**config.mk**
```make
export PLATFORM = sky130hd
export DESIGN_NAME = json_string_unescape
export DESIGN_NICKNAME = d
export VERILOG_FILES = /design/src/hw/rtl/jsu_pkg.sv /design/src/hw/rtl/jsu_step_logic.sv /design/src/hw/rtl/json_string_unescape.sv
export SDC_FILE = /design/constraint.sdc
export NUM_CORES = 1
export LEC_CHECK = 0
export ABC_AREA = 1
export ABC_CLOCK_PERIOD_IN_PS = 6600
export BUFFER_PORTS_ARGS = -buffer_cell sky130_fd_sc_hd__buf_2
export CAP_MARGIN = 20
export CORE_MARGIN = 4
export CORE_UTILIZATION = 42
export CTS_BUF_LIST = sky130_fd_sc_hd__clkbuf_4 sky130_fd_sc_hd__clkbuf_8
export DETAILED_ROUTE_END_ITERATION = 8
export PLACE_DENSITY = 0.58
export SETUP_SLACK_MARGIN = 0.1
export SLEW_MARGIN = 20
export SYNTH_ARGS = -nofsm -noshare
export SYNTH_HDL_FRONTEND = slang
export SYNTH_SLANG_ARGS = --single-unit
export TNS_END_PERCENT = 10
```
**constraint.sdc**
```tcl
create_clock -name aclk -period 6.6 [get_ports aclk]
set_clock_uncertainty 0.15 [all_clocks]
set_input_delay 0 -clock aclk [delete_from_list [all_inputs] [get_ports aclk]]
set_output_delay 0 -clock aclk [all_outputs]
set_load 0.01 [all_outputs]
```
**src/hw/rtl/jsu_pkg.sv**
```systemverilog
// Package with the shared types, codes and the hex_value helper function of the JSON string decoder.
package jsu_pkg;

    typedef enum logic [2:0] {
        MODE_IDLE = 3'd0,
        MODE_STR  = 3'd1,
        MODE_ESC  = 3'd2,
        MODE_HEX1 = 3'd3,
        MODE_HEX2 = 3'd4,
        MODE_HEX3 = 3'd5,
        MODE_HEX4 = 3'd6
    } mode_t;

    typedef enum logic [2:0] {
        KIND_BYTE     = 3'd0,
        KIND_CLOSE    = 3'd1,
        KIND_BADSTART = 3'd2,
        KIND_BADHEX   = 3'd3,
        KIND_UNTERM   = 3'd4,
        KIND_EMPTY    = 3'd5
    } kind_t;

    typedef struct packed {
        logic       valid;
        kind_t      kind;
        logic [7:0] data;
    } step_result_t;

    localparam logic [7:0] CHAR_QUOTE     = 8'h22;
    localparam logic [7:0] CHAR_BACKSLASH = 8'h5C;
    localparam logic [7:0] CHAR_B         = 8'h62;
    localparam logic [7:0] CHAR_F         = 8'h66;
    localparam logic [7:0] CHAR_N         = 8'h6E;
    localparam logic [7:0] CHAR_R         = 8'h72;
    localparam logic [7:0] CHAR_T         = 8'h74;
    localparam logic [7:0] CHAR_U         = 8'h75;
    localparam logic [4:0] HEX_INVALID    = 5'd16;

    // Returns the value of a hexadecimal digit, or HEX_INVALID for any other byte.
    function automatic logic [4:0] hex_value(input logic [7:0] b);
        logic [4:0] v;
        if (b inside {[8'h30:8'h39]}) begin
            v = {1'b0, b[3:0]};
        end else if (b inside {[8'h41:8'h46], [8'h61:8'h66]}) begin
            v = {1'b0, b[3:0] + 4'd9};
        end else begin
            v = HEX_INVALID;
        end
        return v;
    endfunction

endpackage

```
**src/hw/rtl/jsu_step_logic.sv**
```systemverilog
// Combinational next-state and result logic for one text transaction.
module jsu_step_logic (
    input  jsu_pkg::mode_t        mode_in,
    input  logic [3:0]            nibble_in,
    input  logic [7:0]            text_byte,
    input  logic                  end_of_text,
    output jsu_pkg::mode_t        mode_out,
    output logic [3:0]            nibble_out,
    output jsu_pkg::step_result_t result
);
    import jsu_pkg::*;

    logic [4:0] digit;

    assign digit = hex_value(text_byte);

    always_comb begin
        mode_out     = mode_in;
        nibble_out   = nibble_in;
        result.valid = 1'b0;
        result.kind  = KIND_BYTE;
        result.data  = 8'h00;
        if (end_of_text) begin
            result.valid = 1'b1;
            if (mode_in == MODE_IDLE) begin
                result.kind = KIND_EMPTY;
            end else begin
                result.kind = KIND_UNTERM;
                mode_out    = MODE_IDLE;
                nibble_out  = 4'h0;
            end
        end else begin
            case (mode_in)
                MODE_STR: begin
                    if (text_byte == CHAR_BACKSLASH) begin
                        mode_out = MODE_ESC;
                    end else if (text_byte == CHAR_QUOTE) begin
                        mode_out     = MODE_IDLE;
                        result.valid = 1'b1;
                        result.kind  = KIND_CLOSE;
                    end else begin
                        result.valid = 1'b1;
                        result.data  = text_byte;
                    end
                end
                MODE_ESC: begin
                    mode_out     = MODE_STR;
                    result.valid = 1'b1;
                    case (text_byte)
                        CHAR_B:  result.data = 8'h08;
                        CHAR_F:  result.data = 8'h0C;
                        CHAR_N:  result.data = 8'h0A;
                        CHAR_R:  result.data = 8'h0D;
                        CHAR_T:  result.data = 8'h09;
                        CHAR_U: begin
                            mode_out     = MODE_HEX1;
                            result.valid = 1'b0;
                        end
                        default: result.data = text_byte;
                    endcase
                end
                MODE_HEX1, MODE_HEX2, MODE_HEX3, MODE_HEX4: begin
                    if (digit == HEX_INVALID) begin
                        mode_out     = MODE_IDLE;
                        nibble_out   = 4'h0;
                        result.valid = 1'b1;
                        result.kind  = KIND_BADHEX;
                    end else if (mode_in == MODE_HEX1 || mode_in == MODE_HEX3) begin
                        nibble_out = digit[3:0];
                        mode_out   = (mode_in == MODE_HEX1) ? MODE_HEX2 : MODE_HEX4;
                    end else begin
                        nibble_out   = 4'h0;
                        mode_out     = (mode_in == MODE_HEX2) ? MODE_HEX3 : MODE_STR;
                        result.valid = 1'b1;
                        result.data  = {nibble_in, digit[3:0]};
                    end
                end
                default: begin
                    mode_out = MODE_IDLE;
                    if (text_byte inside {8'h20, 8'h09, 8'h0D, 8'h0A}) begin
                        mode_out = MODE_IDLE;
                    end else if (text_byte == CHAR_QUOTE) begin
                        mode_out = MODE_STR;
                    end else begin
                        result.valid = 1'b1;
                        result.kind  = KIND_BADSTART;
                    end
                end
            endcase
        end
    end

endmodule

```
**src/hw/rtl/json_string_unescape.sv**
```systemverilog
// Top level of the streaming decoder for quoted JSON strings.
//
//  Channel | Direction | Transaction contents
//  s_      | in        | tdata: text byte; tuser: end-of-text flag
//  m_      | out       | tdata: decoded byte; tuser: result kind
//
// A text transaction is registered, decoded combinationally from the input
// register and its result, if any, lands in the output register.
// One text transaction is taken every cycle while m_ does not stall a result.
// aresetn is synchronous and active low; it empties both registers and
// returns the decoder to idle. A stall on m_ holds the output register, and
// only a transaction that would produce a result waits in the input register.
module json_string_unescape (
    input  logic       aclk,
    input  logic       aresetn,
    input  logic       s_tvalid,
    output logic       s_tready,
    input  logic [7:0] s_tdata,   // [7:0] text_byte
    input  logic [0:0] s_tuser,   // [0] end_of_text
    output logic       m_tvalid,
    input  logic       m_tready,
    output logic [7:0] m_tdata,   // [7:0] decoded_byte
    output logic [2:0] m_tuser    // [2:0] kind
);
    import jsu_pkg::*;

    logic         in_valid_reg;
    logic [7:0]   in_byte_reg;
    logic         in_end_reg;
    mode_t        mode_reg;
    mode_t        mode_next;
    logic [3:0]   nibble_reg;
    logic [3:0]   nibble_next;
    logic         out_valid_reg;
    kind_t        out_kind_reg;
    logic [7:0]   out_data_reg;
    step_result_t step_res;
    logic         advance;
    logic         out_free;

    jsu_step_logic u_step (
        .mode_in     (mode_reg),
        .nibble_in   (nibble_reg),
        .text_byte   (in_byte_reg),
        .end_of_text (in_end_reg),
        .mode_out    (mode_next),
        .nibble_out  (nibble_next),
        .result      (step_res)
    );

    assign out_free = !out_valid_reg || m_tready;
    assign advance  = in_valid_reg && (out_free || !step_res.valid);
    assign s_tready = !in_valid_reg || advance;

    always_ff @(posedge aclk) begin
        if (!aresetn) begin
            in_valid_reg <= 1'b0;
        end else if (s_tready) begin
            in_valid_reg <= s_tvalid;
        end
    end

    always_ff @(posedge aclk) begin
        if (s_tready && s_tvalid) begin
            in_byte_reg <= s_tdata;
            in_end_reg  <= s_tuser[0];
        end
    end

    always_ff @(posedge aclk) begin
        if (!aresetn) begin
            mode_reg   <= MODE_IDLE;
            nibble_reg <= 4'h0;
        end else if (advance) begin
            mode_reg   <= mode_next;
            nibble_reg <= nibble_next;
        end
    end

    always_ff @(posedge aclk) begin
        if (!aresetn) begin
            out_valid_reg <= 1'b0;
        end else if (out_free) begin
            out_valid_reg <= advance && step_res.valid;
        end
    end

    always_ff @(posedge aclk) begin
        if (out_free && advance && step_res.valid) begin
            out_kind_reg <= step_res.kind;
            out_data_reg <= step_res.data;
        end
    end

    assign m_tvalid = out_valid_reg;
    assign m_tdata  = out_data_reg;
    assign m_tuser  = out_kind_reg;

    a_data_zero_unless_byte : assert property (@(posedge aclk) disable iff (!aresetn)
        out_valid_reg && out_kind_reg != KIND_BYTE |-> out_data_reg == 8'h00)
        else $error("decoded byte not zero on a status result");

    a_end_returns_idle : assert property (@(posedge aclk) disable iff (!aresetn)
        advance && in_end_reg |=> mode_reg == MODE_IDLE)
        else $error("decoder not idle after end of text");

    a_nibble_clear : assert property (@(posedge aclk) disable iff (!aresetn)
        mode_reg != MODE_HEX2 && mode_reg != MODE_HEX4 |-> nibble_reg == 4'h0)
        else $error("stale high nibble outside a hex pair");

    a_no_overwrite : assert property (@(posedge aclk) disable iff (!aresetn)
        out_valid_reg && !m_tready |-> !(advance && step_res.valid))
        else $error("result overwrote a stalled output");

endmodule
```
== After elaboration in Yosys (flattened, before gate mapping) ==
Index checks and enable logic that the tools add are counted.

* Register bits after elaboration: 29
* Input bits: 13

* Order comparisons: 6
* Reductions and logical operators: 22
* Equality and inequality tests: 21
* $add $sub $neg: 1
* Multiplexer cells: 35

{| class="wikitable"
|+ Operator list
! operator !! count
|-
| == test 8 x 7 -> 1 bit (second input constant) || 7
|-
| case mux 8 bit (6 select lines) || 1
|-
| 2-to-1 mux 4 bit || 8
|-
| == test 8 x 4 -> 1 bit (second input constant) || 3
|-
| 2-to-1 mux 8 bit || 3
|-
| case mux 8 bit (3 select lines) || 1
|-
| 2-to-1 mux 3 bit || 7
|-
| case mux 3 bit (3 select lines) || 2
|-
| == test 8 x 6 -> 1 bit (second input constant) || 2
|-
| greater-or-equal comparator 8 x 7 -> 1 bit (second input constant) || 2
|-
| less-or-equal comparator 8 x 7 -> 1 bit (second input constant) || 2
|-
| 2-to-1 mux 12 bit || 1
|-
| 2-to-1 mux 5 bit || 2
|-
| == test 3 bit (second input constant) || 3
|-
| greater-or-equal comparator 8 x 6 -> 1 bit (second input constant) || 1
|-
| less-or-equal comparator 8 x 6 -> 1 bit (second input constant) || 1
|-
| logical AND 1 bit || 8
|-
| == test 3 x 2 -> 1 bit (second input constant) || 2
|-
| 2-to-1 mux 1 bit || 6
|-
| 2-to-1 mux 2 bit || 3
|-
| AND reduction 3 bit || 2
|-
| == test 5 bit (second input constant) || 1
|-
| adder 4 bit (second input constant) || 1
|-
| logical OR 1 bit || 4
|-
| 9 further kinds || 12
|}

== Depth between registers and ports, before layout ==
Gate-level depths: netlist (run 1).

* Depth in word-level cells: 14
* Depth in mapped cells: 14
* Gate-level depth less buffers: 14

== By module ==
From an unflattened synthesis (run 1), not the netlist that was laid out.

* Cell total of the unflattened synthesis: 298
* Area total of the unflattened synthesis: 2113.3 um2

{| class="wikitable"
|+ Modules (own cells, without submodules)
! module !! cells an instance !! area an instance (um2) !! seq. area each (um2) !! instances
|-
| jsu_step_logic || 217 || 1068.5 || 0.0 || 1
|-
| json_string_unescape || 81 || 1044.8 || 780.7 || 1
|}

== Least setup slack after synthesis (run 1) ==
Ideal clock, no wire load.

* Path type: reg-to-reg
* Start point: register in_byte_reg[0]
* End point: register in_byte_reg[0] (enable)
* Setup slack: 4.279 ns
* Required time: 6.121 ns
* Arrival time: 1.842 ns
* Clock period less this slack: 2.321 ns
* Stages on the path, launching flop included: 13
* Setup time: 0.329 ns
* Path through: edfxtp_1 inv_1 ha_1 inv_1 nor3_2 nand2_1 nand3b_1 nor2_2 nor2_4 nand3_4 nand3_1 nand2_1 inv_1

* Cells in the longest elaborated chain, start to end: 14

{| class="wikitable"
|+ RTL lines
! what !! RTL line !! RTL
|-
| start, declared || json_string_unescape.sv:28 || <nowiki>logic [7:0] in_byte_reg;</nowiki>
|-
| start signal, assigned || json_string_unescape.sv:65 || <nowiki>in_byte_reg <= s_tdata;</nowiki>
|-
| greater-or-equal comparator 8 x 7 -> 1 bit or less-or-equal comparator 8 x 7 -> 1 bit (tied branches) || jsu_pkg.sv:44 || <nowiki>end else if (b inside {[8'h41:8'h46], [8'h61:8'h66]}) begin</nowiki>
|-
| logical AND 1 bit || jsu_pkg.sv:44 ||
|-
| nonzero test 2 bit || jsu_pkg.sv:44 ||
|-
| 2-to-1 mux 5 bit || jsu_pkg.sv:44 ||
|-
| 2-to-1 mux 5 bit || jsu_pkg.sv:42 || <nowiki>if (b inside {[8'h30:8'h39]}) begin</nowiki>
|-
| == test 5 bit || jsu_step_logic.sv:63 || <nowiki>if (digit == HEX_INVALID) begin</nowiki>
|-
| 2-to-1 mux 1 bit || jsu_step_logic.sv:63 ||
|-
| case mux 1 bit (3 select lines) (*) || jsu_step_logic.sv:33 || <nowiki>case (mode_in)</nowiki>
|-
| 2-to-1 mux 4 bit (*) || jsu_step_logic.sv:23 || <nowiki>if (end_of_text) begin</nowiki>
|-
| logical NOT 1 bit (*) || json_string_unescape.sv:52 || <nowiki>assign advance = in_valid_reg && (out_free || !step_res.valid);</nowiki>
|-
| logical OR 1 bit (*) || json_string_unescape.sv:52 ||
|-
| logical AND 1 bit (*) || json_string_unescape.sv:52 ||
|-
| logical OR 1 bit (*) || json_string_unescape.sv:53 || <nowiki>assign s_tready = !in_valid_reg || advance;</nowiki>
|-
| via s_tready || json_string_unescape.sv:17 || <nowiki>output logic s_tready,</nowiki>
|-
| logical AND 1 bit (*) || json_string_unescape.sv:64 || <nowiki>if (s_tready && s_tvalid) begin</nowiki>
|}

Mark *: on every way through the listed nets, which the timed path passes. The rest lies on a longest branch.
A chain may end at the register's enable or synchronous reset.

== Worst setup path in the final report (run 1) ==
* Start point: register in_byte_reg[0]
* End point: register in_byte_reg[0] (enable)

* Cells in the longest elaborated chain, start to end: 14

{| class="wikitable"
|+ RTL lines
! what !! RTL line
|-
| greater-or-equal comparator 8 x 7 -> 1 bit or less-or-equal comparator 8 x 7 -> 1 bit (tied branches) || jsu_pkg.sv:44
|-
| logical AND 1 bit || jsu_pkg.sv:44
|-
| nonzero test 2 bit || jsu_pkg.sv:44
|-
| 2-to-1 mux 5 bit || jsu_pkg.sv:44
|-
| 2-to-1 mux 5 bit || jsu_pkg.sv:42
|-
| == test 5 bit || jsu_step_logic.sv:63
|-
| 2-to-1 mux 1 bit || jsu_step_logic.sv:63
|-
| case mux 1 bit (3 select lines) (*) || jsu_step_logic.sv:33
|-
| 2-to-1 mux 4 bit (*) || jsu_step_logic.sv:23
|-
| logical NOT 1 bit (*) || json_string_unescape.sv:52
|-
| logical OR 1 bit (*) || json_string_unescape.sv:52
|-
| logical AND 1 bit (*) || json_string_unescape.sv:52
|-
| logical OR 1 bit (*) || json_string_unescape.sv:53
|-
| logical AND 1 bit (*) || json_string_unescape.sv:64
|}

Mark *: on every way between the ends. The rest lies on a longest branch, timed or not.

==> results of run 1 <==
cell type report:
cell class	count	area, um^2
clock buffers	7	96.34
clock inverters	1	5.005
fillers	400	2078
inverters	42	160.2
multi-input cells	178	983.4
flip-flops and latches	29	780.7
well taps	52	65.06
repair buffers	37	245.2
placed cells by master (no fill, tap or decap):
master,Yosys,layout
nand2_1,56,56
inv_1,33,33
nor2_1,26,26
buf_2,1,25
edfxtp_1,20,20
nand3_1,17,17
a21oi_1,17,17
dlygate4sd3_1,0,12
o21ai_0,10,10
dfxtp_1,9,9
inv_2,7,7
clkbuf_8,0,7
nand3_2,5,5
nor2_4,5,5
nor3_1,5,5
nor2_2,4,4
nand2_4,4,4
nand4_1,4,4
ha_1,4,4
nand2_2,3,3
xor2_1,3,3
o211ai_1,3,3
nor3_2,2,2
nand3_4,2,2
a21boi_0,2,2
nand3b_1,1,1
o21a_1,1,1
o21ai_1,1,1
inv_4,1,1
clkinv_1,1,1
or2_1,1,1
a31oi_1,1,1
o221ai_1,1,1
clkinv_2,0,1
where the power goes:
| group | switching (uW) | leakage (uW) | internal (uW) |
|---|---|---|---|
| logic | 45.9 | 0.000732 | 27.6 |
| registers | 11.4 | 0.000269 | 205 |
| clock network | 62.4 | 0.0000542 | 94.0 |
metrics by stage:
stage               instances    util  setup WS, ns  power, uW  instance area (um^2)
global route              346  0.5292         3.763      469.7                  2336
detailed placement        326  0.4790         4.073      287.6                  2115
CTS                       346  0.5292         4.044      448.2                  2336
finish                    346  0.5292         4.033      446.5                  2336
global placement          326  0.4790         4.118      288.2                  2115
floorplan                 252       -         4.279      267.2                  1941
final timing paths:
kind	slack (ns)	start	endpoint	depth (start not counted)
hold / removal	0.28	s_tdata[1]	in_byte_reg[1]	2
setup / recovery	4.03	in_byte_reg[0]	in_byte_reg[0]	12
setup reg to reg	4.03	in_byte_reg[0]	in_byte_reg[0]	12
hold reg to reg	0.33	nibble_reg[1]	nibble_reg[1]	2
logic make-up (layout without fill, tap and decap cells):
| logic type | Yosys count | count (layout) | share of synthesized area |
|---|---|---|---|
| xor gates and xnor gates | 3 | 3 | 0.01354 |
| buffers and inverters | 45 | 87 | 0.09091 |
| DFF | 29 | 29 | 0.4023 |
| and+or+nand+nor | 135 | 135 | 0.3643 |
| adders and majority gates | 4 | 4 | 0.02579 |
| AOI/OAI and AO/OA | 36 | 36 | 0.1032 |
layer usage:
layer,share of wire,global-route usage
met2,0.44,0.2474
met3,0.073,0.04137
met5,0,0
met4,0.031,0.06228
met1,0.45,0.2273
worst max-delay path, stage by stage, from the launching register on:
cell and delay [ns]:
edfxtp_1 0.50, inv_1 0.15, ha_1 0.20, inv_1 0.08
nor3_2 0.16, nand2_1 0.15, nand3b_1 0.13, nor2_2 0.06
nor2_4 0.09, nand3_4 0.09, nand3_1 0.12, nand2_1 0.08
inv_1 0.27
==> reports/metrics.cfg, run 1 <==
[setup_path]
cp_data_arrival_time_ns = 2.36
crit_required_ns = 6.39
start_kind = flop
end_kind = flop
critPathKind = reg -> reg
path_max_fanout = 9

[clocking]
clkTransAtPathRegs_ns = 0.06
cts_tree = done
cts_htree_levels = 2
numCtsBuffers = 5
cts_resized = 0
cts_root_buffer = clkbuf_8
clkSinkCount = 29
clk_path_buf_depth = 2
post-cts-setup-buffer-count = 0
holdBufCountCts = 12
clk_latency_ns = 0.28

[grt]
grt_max_degree = 14
grt_pass1_wl_um = 7762
overflow = 0
grt_use_total = 0.1648
grt_pass1_vias = 1633
antenna_found_initial = 0

[drt]
wire_per_inst_um = 13.20
drcViolationCount = 0
drt_iter0_markers = 97
ant_nets = 0
dr.pass1.iters = 4
via_per_inst = 5.049
dr_total_vias = 1747
postRouteWirelength_um = 4568

[placement]
dp.final_hpwl_um = 3543
gp_congestion = 0.8948
io_buffers = 25

[cells_and_area]
nets = 310
antennaDiodeCount = 0
drive_gt1_frac = 0.2245
area.growth.synth_to_final_pct = 20.37

[timing]
clock.fmax_mhz = 389.6
finalCritPeriodShare = 0.3889
setup_viol = 0
worst_pin_slew_ns = 0.5003
setup_tns_ns = 0
fin_crit_ns = 2.567
slew_viol_final = 0
hold_viol = 0
hold_ws_ns = 0.2838
max-slew-margin-rel = 0.6664
rsz0062_at_grt = no

[synth]
syn_area_um2 = 1941
synth_top_area_share = 0.3095
postSynthNetCount = 269
avgSynthCellArea_um2 = 7.701
yosys_warnings = 0
yosys-top-cells-area = edfxtp_1, nand2_1, dfxtp_1
yosysSeqAreaShare = 0.4023
ys_types = 33
synth_edf_count = 20
synth_cells = 252
synth_most_common_cell = nand2_1
synthTopCellsByCount = nand2_1, inv_1, nor2_1, edfxtp_1
ys_seq_elements = 29
async_flop_share = 0
synth_top_area_cell = edfxtp_1
ys.flop_type = edfxtp_1

[flow_run]
cap_violations = 0

[die]
core_area_um2 = 4414
die-area_um2 = 5772
die-height_um = 75.98
rows = 24
start_util = 0.4396
pin_count = 26
die_x_um = 75.98

[pwr]
ir_drop_uv = 159.1
p_per_area_nw_per_um2 = 191.2
power_leakage_uw = 0.001055

[worst_hold_path]
hp-class = in -> reg

[outcome]
status = complete, no violations

Power figures use the tool's default switching activity.
==> run 2: changes to the inputs <==
- ABC_CLOCK_PERIOD_IN_PS: 6600 -> 2400
- clock period: 6.6 -> 2.4 ns (I/O delays scaled with it)
==> run 2 against run 1 <==
Compared with the run above: worst setup slack got worse by 3.8 ns; non-clock buffer count is 18 higher; routed wire length grew 3.5%; final area up 10%; sequential power grew to 2.7 times the previous value; total power grew to 3.0 times the previous value; register-to-register slack got worse by 3.8 ns.
==> reports/metrics.cfg, run 2 (synthesis gave the netlist of run 1 again) <==
[outcome]
status = complete, no violations  ; unchanged

[pwr]
power_switching_uw = 342.6  ; was 119.7 uW
intPower_uw = 1015  ; was 326.8 uW
switching_share = 0.2524  ; was 0.2681
ir_drop_uv = 490.0  ; was 159.1 uV
combPwrFrac = 0.181  ; was 0.165
seq_power_share = 0.434  ; was 0.485
p_per_area_nw_per_um2 = 526.6  ; was 191.2 nW/um^2
power_leakage_uw = 0.001163  ; was 0.001055 uW
p_clk_frac = 0.385  ; was 0.350

[cells_and_area]
drive_gt1_frac = 0.3205  ; was 0.2245
final-seq-area_um2 = 780.7  ; unchanged
multi_input_area_um2 = 1049  ; was 983.4 um^2
layout_commonest_cell = nand2_1  ; unchanged
final_cell_mix = nand2_1, inv_1, buf_2  ; was nand2_1, inv_1, nor2_1
fillers = 390  ; was 400
area.growth.synth_to_final_pct = 32.82  ; was 20.37%
antennaDiodeCount = 0  ; unchanged
nets = 328  ; was 310

[placement]
gp_congestion = 0.9149  ; was 0.8948
dp.final_hpwl_um = 3642  ; was 3543 um
pre_cts_ws_ns = 0.04963  ; was 4.073 ns
io_buffers = 25  ; unchanged

[drt]
dr.pass1.iters = 4  ; unchanged
dr_total_vias = 1797  ; was 1747
postRouteWirelength_um = 4726  ; was 4568 um
drt_iter0_markers = 84  ; was 97
via_per_inst = 4.937  ; was 5.049
wire_per_inst_um = 12.98  ; was 13.20 um
drcViolationCount = 0  ; unchanged
ant_nets = 0  ; unchanged

[die]
die-height_um = 75.98  ; unchanged
die_x_um = 75.98  ; unchanged
start_util = 0.4396  ; unchanged
core_area_um2 = 4414  ; unchanged
pin_count = 26  ; unchanged
rows = 24  ; unchanged
die-area_um2 = 5772  ; unchanged

[timing]
clock.fmax_mhz = 453.8  ; was 389.6 MHz
slew_viol_final = 0  ; unchanged
worst_pin_slew_ns = 0.4101  ; was 0.5003 ns
rsz0062_at_grt = yes  ; was no
setup_tns_ns = 0  ; unchanged
hold_viol = 0  ; unchanged
finalCritPeriodShare = 0.9182  ; was 0.3889
finalWorstSetupSlack_ns = 0.1964  ; was 4.033 ns
fin_crit_ns = 2.204  ; was 2.567 ns
setup_viol = 0  ; unchanged
max-slew-margin-rel = 0.7266  ; was 0.6664

[clocking]
cts_htree_levels = 2  ; unchanged
cts_tree = done  ; unchanged
clkTransAtPathRegs_ns = 0.06  ; about the same
clkSinkCount = 29  ; unchanged
clk_path_buf_depth = 2  ; unchanged
clk_latency_ns = 0.28  ; about the same
numCtsBuffers = 5  ; unchanged
cts_root_buffer = clkbuf_8  ; unchanged

[setup_path]
endpoint = in_byte_reg[3]  ; was in_byte_reg[0]
start_kind = flop  ; unchanged
crit_required_ns = 2.24  ; was 6.39 ns
path_max_fanout = 9  ; unchanged
critPathLaunch = in_byte_reg[1]  ; was in_byte_reg[0]
worst_r2r_startpoint = in_byte_reg[1]  ; was in_byte_reg[0]
cp_data_arrival_time_ns = 2.04  ; was 2.36 ns
crit_chain = inv_2, ha_2, inv_2, nand3_1, nand2_1, nor2_1, nor2_4, nand3_2, nand3_4, nand3_1, nand2_1, inv_4  ; was inv_1, ha_1, inv_1, nor3_2, nand2_1, nand3b_1, nor2_2, nor2_4, nand3_4, nand3_1, nand2_1, inv_1
critPathMaxStageDelay_ns = 0.43  ; was 0.50 ns
path_depth = 12  ; unchanged
reg2reg_depth = 12  ; unchanged
r2r_slack_ns = 0.20  ; was 4.03 ns
r2r_end = in_byte_reg[3]  ; was in_byte_reg[0]
cp_num_buf_inv = 3  ; unchanged
slowest_stage = edfxtp_1  ; unchanged
end_kind = flop  ; unchanged
critPathKind = reg -> reg  ; unchanged
path_delay_family = simple AND/OR/NAND/NOR gates  ; unchanged

[grt]
overflow = 0  ; unchanged
grt_max_degree = 12  ; was 14
grt_use_total = 0.1663  ; was 0.1648
grt_pass1_vias = 1618  ; was 1633
antenna_found_initial = 0  ; unchanged
grt_pass1_wl_um = 7714  ; was 7762 um

[worst_hold_path]
hp-class = in -> reg  ; unchanged

[flow_run]
cap_violations = 0  ; unchanged

-- run 2: changes by cell type in the layout (fill, tap and decap cells not counted), moves of 3 or more --
cell     before  now
nand2_1      56   52
buf_4         0   14
ha_1          4    1
nor2_4        5    8
inv_1        33   28
nand2_2       3    7
inv_2         7   10
-- run 2: worst min path at each step --
| stage | startpoint | end | slack, ns | cells past startpoint |
|---|---|---|---|---|
| global placement | s_tdata[2] | in_byte_reg[2] | 0.03 | 1 |
| detailed placement | s_tdata[7] | in_byte_reg[7] | 0.03 | 1 |
| CTS | s_tdata[4] | in_byte_reg[4] | 0.27 | 2 |
| floorplan | s_tdata[0] | in_byte_reg[0] | -0.05 | 0 |
| global route | s_tdata[7] | in_byte_reg[7] | 0.27 | 2 |
| finish | s_tdata[7] | in_byte_reg[7] | 0.28 | 2 |
-- run 2: routing by layer --
layer / wire [um] / vias up / global-route usage
met5: 0 / - / 0
li1: - / 942 / -
met3: 311 / 9 / 0.03901
met4: 80 / 0 / 0.06406
met2: 2216 / 64 / 0.2611
met1: 2117 / 782 / 0.2204
-- run 2: worst reg2reg max path, stage by stage (launching register included) --
cell      delay (ns)
edfxtp_1        0.43
inv_2           0.11
ha_2            0.22
inv_2           0.05
nand3_1         0.09
nand2_1         0.06
nor2_1          0.21
nor2_4          0.05
nand3_2         0.09
nand3_4         0.10
nand3_1         0.10
nand2_1         0.11
inv_4           0.13
-- run 2: area by class of cell --
type                            count  area share
Multi-Input combinational cell    178      0.4068
Clock inverter                      1     0.01165
Timing Repair Buffer               55      0.1544
Sequential cell                    29      0.3029
Clock buffer                        7     0.03495
Tap cell                           52     0.02524
Inverter                           42     0.06408
-- run 2: power by group through the flow --
stage,clock network (uW),registers [uW],logic [uW]
after floorplan,0,597,138
after global placement,0,602,202
after detailed placement,0,602,201
after CTS,537,590,223
after global routing,561,593,270
final,523,589,245
-- run 2: timing repair --
action / CTS / global route
hold endpoints to repair: 18 / 0
hold buffers: 12 / 0
endpoints found under the setup margin: 21 / 36
resized for setup: 5 / 22
pin swaps: 1 / 5
buffers inserted: 4 / 7
cloned: 0 / 0
-- run 2: per-stage QoR --
stage	area, um^2	power, uW	utilization	instances	hold WS (ns)
2_1_floorplan	1941	735.0	-	252	-0.05113
4_1_cts	2460	1350	0.5573	357	0.2696
6_report	2577	1357	0.5839	364	0.2776
3_5_place_dp	2180	802.5	0.4938	333	0.02810
5_1_grt	2577	1424	0.5839	364	0.2718
3_3_place_gp	2180	804.0	0.4938	333	0.02634
==> run 3: changes to the inputs <==
==> constraint.sdc (replaced) <==
create_clock -name aclk -period 2.4 [get_ports aclk]
set_clock_uncertainty 0.15 [all_clocks]
set_input_delay 0.36 -clock aclk [delete_from_list [all_inputs] [get_ports aclk]]
set_output_delay 0.36 -clock aclk [all_outputs]
set_load 0.01 [all_outputs]
==> run 3 against run 2 <==
Compared with the run above: the run now ends with setup timing left; total power down 7.9%; critical endpoint is now s_tready; largest cell class unchanged; combinational power up 3%; sequential share of layout area up 0.58 points; via count about the same.
==> reports/metrics.cfg, run 3 (synthesis gave the netlist of run 1 again) <==
[pwr]
intPower_uw = 895.2  ; was 1015 uW
ir_drop_uv = 344.9  ; was 490.0 uV
p_clk_frac = 0.322  ; was 0.385
power_leakage_uw = 0.001119  ; was 0.001163 uW
power_uw = 1250  ; was 1357 uW
power_switching_uw = 354.4  ; was 342.6 uW
combPwrFrac = 0.202  ; was 0.181
seq_power_share = 0.476  ; was 0.434
p_per_area_nw_per_um2 = 494.2  ; was 526.6 nW/um^2
switching_share = 0.2836  ; was 0.2524

[cells_and_area]
final_cell_mix = nand2_1, nor2_1, buf_2  ; was nand2_1, inv_1, buf_2
drive_gt1_frac = 0.3902  ; was 0.3205
multi_input_area_um2 = 1106  ; was 1049 um^2
fillers = 402  ; was 390
post-route-util = 0.5728  ; was 0.5839
area.growth.synth_to_final_pct = 30.30  ; was 32.82%
layout_commonest_cell = nand2_1  ; unchanged
nets = 321  ; was 328
final-seq-area_um2 = 780.7  ; unchanged
antennaDiodeCount = 0  ; unchanged

[timing]
setup_viol = 1  ; was 0
finalCritPeriodShare = 1.013  ; was 0.9182
max-slew-margin-rel = 0.6296  ; was 0.7266
fin_crit_ns = 2.430  ; was 2.204 ns
clock.fmax_mhz = 411.5  ; was 453.8 MHz
worst_pin_slew_ns = 0.5556  ; was 0.4101 ns
finalWorstSetupSlack_ns = -0.03020  ; was 0.1964 ns
hold_ws_ns = 0.1016  ; was 0.2776 ns
rsz0062_at_grt = yes  ; unchanged
slew_viol_final = 0  ; unchanged
hold_viol = 0  ; unchanged

[clocking]
clkTransAtPathRegs_ns = 0.06  ; about the same
cts_tree = done  ; unchanged
clk_latency_ns = 0.28  ; about the same
clkSinkCount = 29  ; unchanged
holdBufCountCts = 0  ; was 12
cts_htree_levels = 2  ; unchanged
cts_root_buffer = clkbuf_8  ; unchanged
numCtsBuffers = 5  ; unchanged
clk_path_buf_depth = 2  ; unchanged

[drt]
via_per_inst = 5.031  ; was 4.937
dr.pass1.iters = 5  ; was 4
drcViolationCount = 0  ; unchanged
postRouteWirelength_um = 4854  ; was 4726 um
ant_nets = 0  ; unchanged
dr_total_vias = 1796  ; was 1797
drt_iter0_markers = 115  ; was 84
wire_per_inst_um = 13.60  ; was 12.98 um

[grt]
antenna_found_initial = 0  ; unchanged
overflow = 0  ; unchanged
met1_usage = 0.2230  ; was 0.2204
busiest_layer = met2  ; unchanged
grt_max_degree = 14  ; was 12
grt_util_met2 = 0.2500  ; was 0.2611
grt_pass1_wl_um = 7527  ; was 7714 um
grt_use_met3 = 0.03783  ; was 0.03901
grt_use_total = 0.1617  ; was 0.1663
grt_pass1_vias = 1586  ; was 1618

[placement]
io_buffers = 25  ; unchanged
gp_congestion = 0.8582  ; was 0.9149
pre_cts_ws_ns = 0.04960  ; was 0.04963 ns
dp.final_hpwl_um = 3608  ; was 3642 um

[outcome]
status = finished, violations left  ; was complete, no violations
violations = setup timing

[setup_path]
end_kind = primary output  ; was flop
cp_data_arrival_time_ns = 1.92  ; was 2.04 ns
reg2reg_depth = 13  ; was 12
start_kind = flop  ; unchanged
path_max_fanout = 4  ; was 9
crit_required_ns = 1.89  ; was 2.24 ns
critPathKind = reg -> out  ; was reg -> reg

[die]
core_area_um2 = 4414  ; unchanged
pin_count = 26  ; unchanged
die-area_um2 = 5772  ; unchanged
die_x_um = 75.98  ; unchanged
start_util = 0.4396  ; unchanged
rows = 24  ; unchanged
die-height_um = 75.98  ; unchanged

[flow_run]
cap_violations = 0  ; unchanged

[worst_hold_path]
min_path_cells = 1  ; was 2
hp-class = in -> reg  ; unchanged

==> run 3: changes by cell type in the layout (fill, tap and decap cells not counted), sizes merged <==
cell	before	now
buf	43	48
bufinv	1	0
clkbuf	7	6
clkinv	1	4
dlygate4sd3	12	0
inv	41	40
==> run 3: power groups by stage <==
stage / Sequential (uW) / Clock, uW / Combinational (uW)
2_1_floorplan: 597 / 0 / 138
3_3_place_gp: 603 / 0 / 203
3_5_place_dp: 603 / 0 / 201
4_1_cts: 594 / 414 / 226
5_1_grt: 596 / 442 / 280
6_report: 594 / 402 / 253
==> run 3: final cells by class <==
type / count / share of cell area
multi-input cells: 178 / 0.4374
flip-flops and latches: 29 / 0.3088
repair buffers: 48 / 0.1267
inverters: 42 / 0.06531
clock buffers: 6 / 0.03266
well taps: 52 / 0.02573
clock inverters: 2 / 0.003464
==> run 3: routing by layer <==
layer / vias to the layer above / share of wire
met2: 59 / 0.47
li1: 929 / -
met1: 795 / 0.44
met3: 13 / 0.064
met5: - / 0
met4: 0 / 0.018
==> run 3: critical path: stages, from the launching register on <==
cell and delay, ns:
edfxtp_1 0.48, inv_2 0.15, ha_4 0.16, inv_2 0.05
nor3_4 0.15, nand2_2 0.12, nand3b_1 0.11, nor2_2 0.06
nor2_4 0.09, nand3_4 0.09, nand3_4 0.07, buf_6 0.10
==> run 3: through the flow <==
stage               setup TNS (ns)  cell area (um^2)  std cells
floorplan                        0              1941        252
global placement                 0              2187        334
detailed placement               0              2187        334
CTS                              0              2411        353
global route               -0.2044              2529        357
finish                    -0.03020              2529        357
==> run 3: final timing paths <==
kind / startpoint / slack (ns) / endpoint
min: s_tdata[4] / 0.10 / in_byte_reg[4]
max reg2reg: in_byte_reg[0] / 0.10 / m_tdata[2]
max: in_byte_reg[0] / -0.03 / s_tready
min reg2reg: nibble_reg[0] / 0.32 / nibble_reg[0]
==> run 3: what timing repair did <==
| item | CTS | global route |
|---|---|---|
| resized for setup | 15 | 28 |
| setup endpoints to repair | 21 | 38 |
| pin swaps | 10 | 15 |
| cloned | 0 | 0 |
| buffers inserted | 11 | 4 |
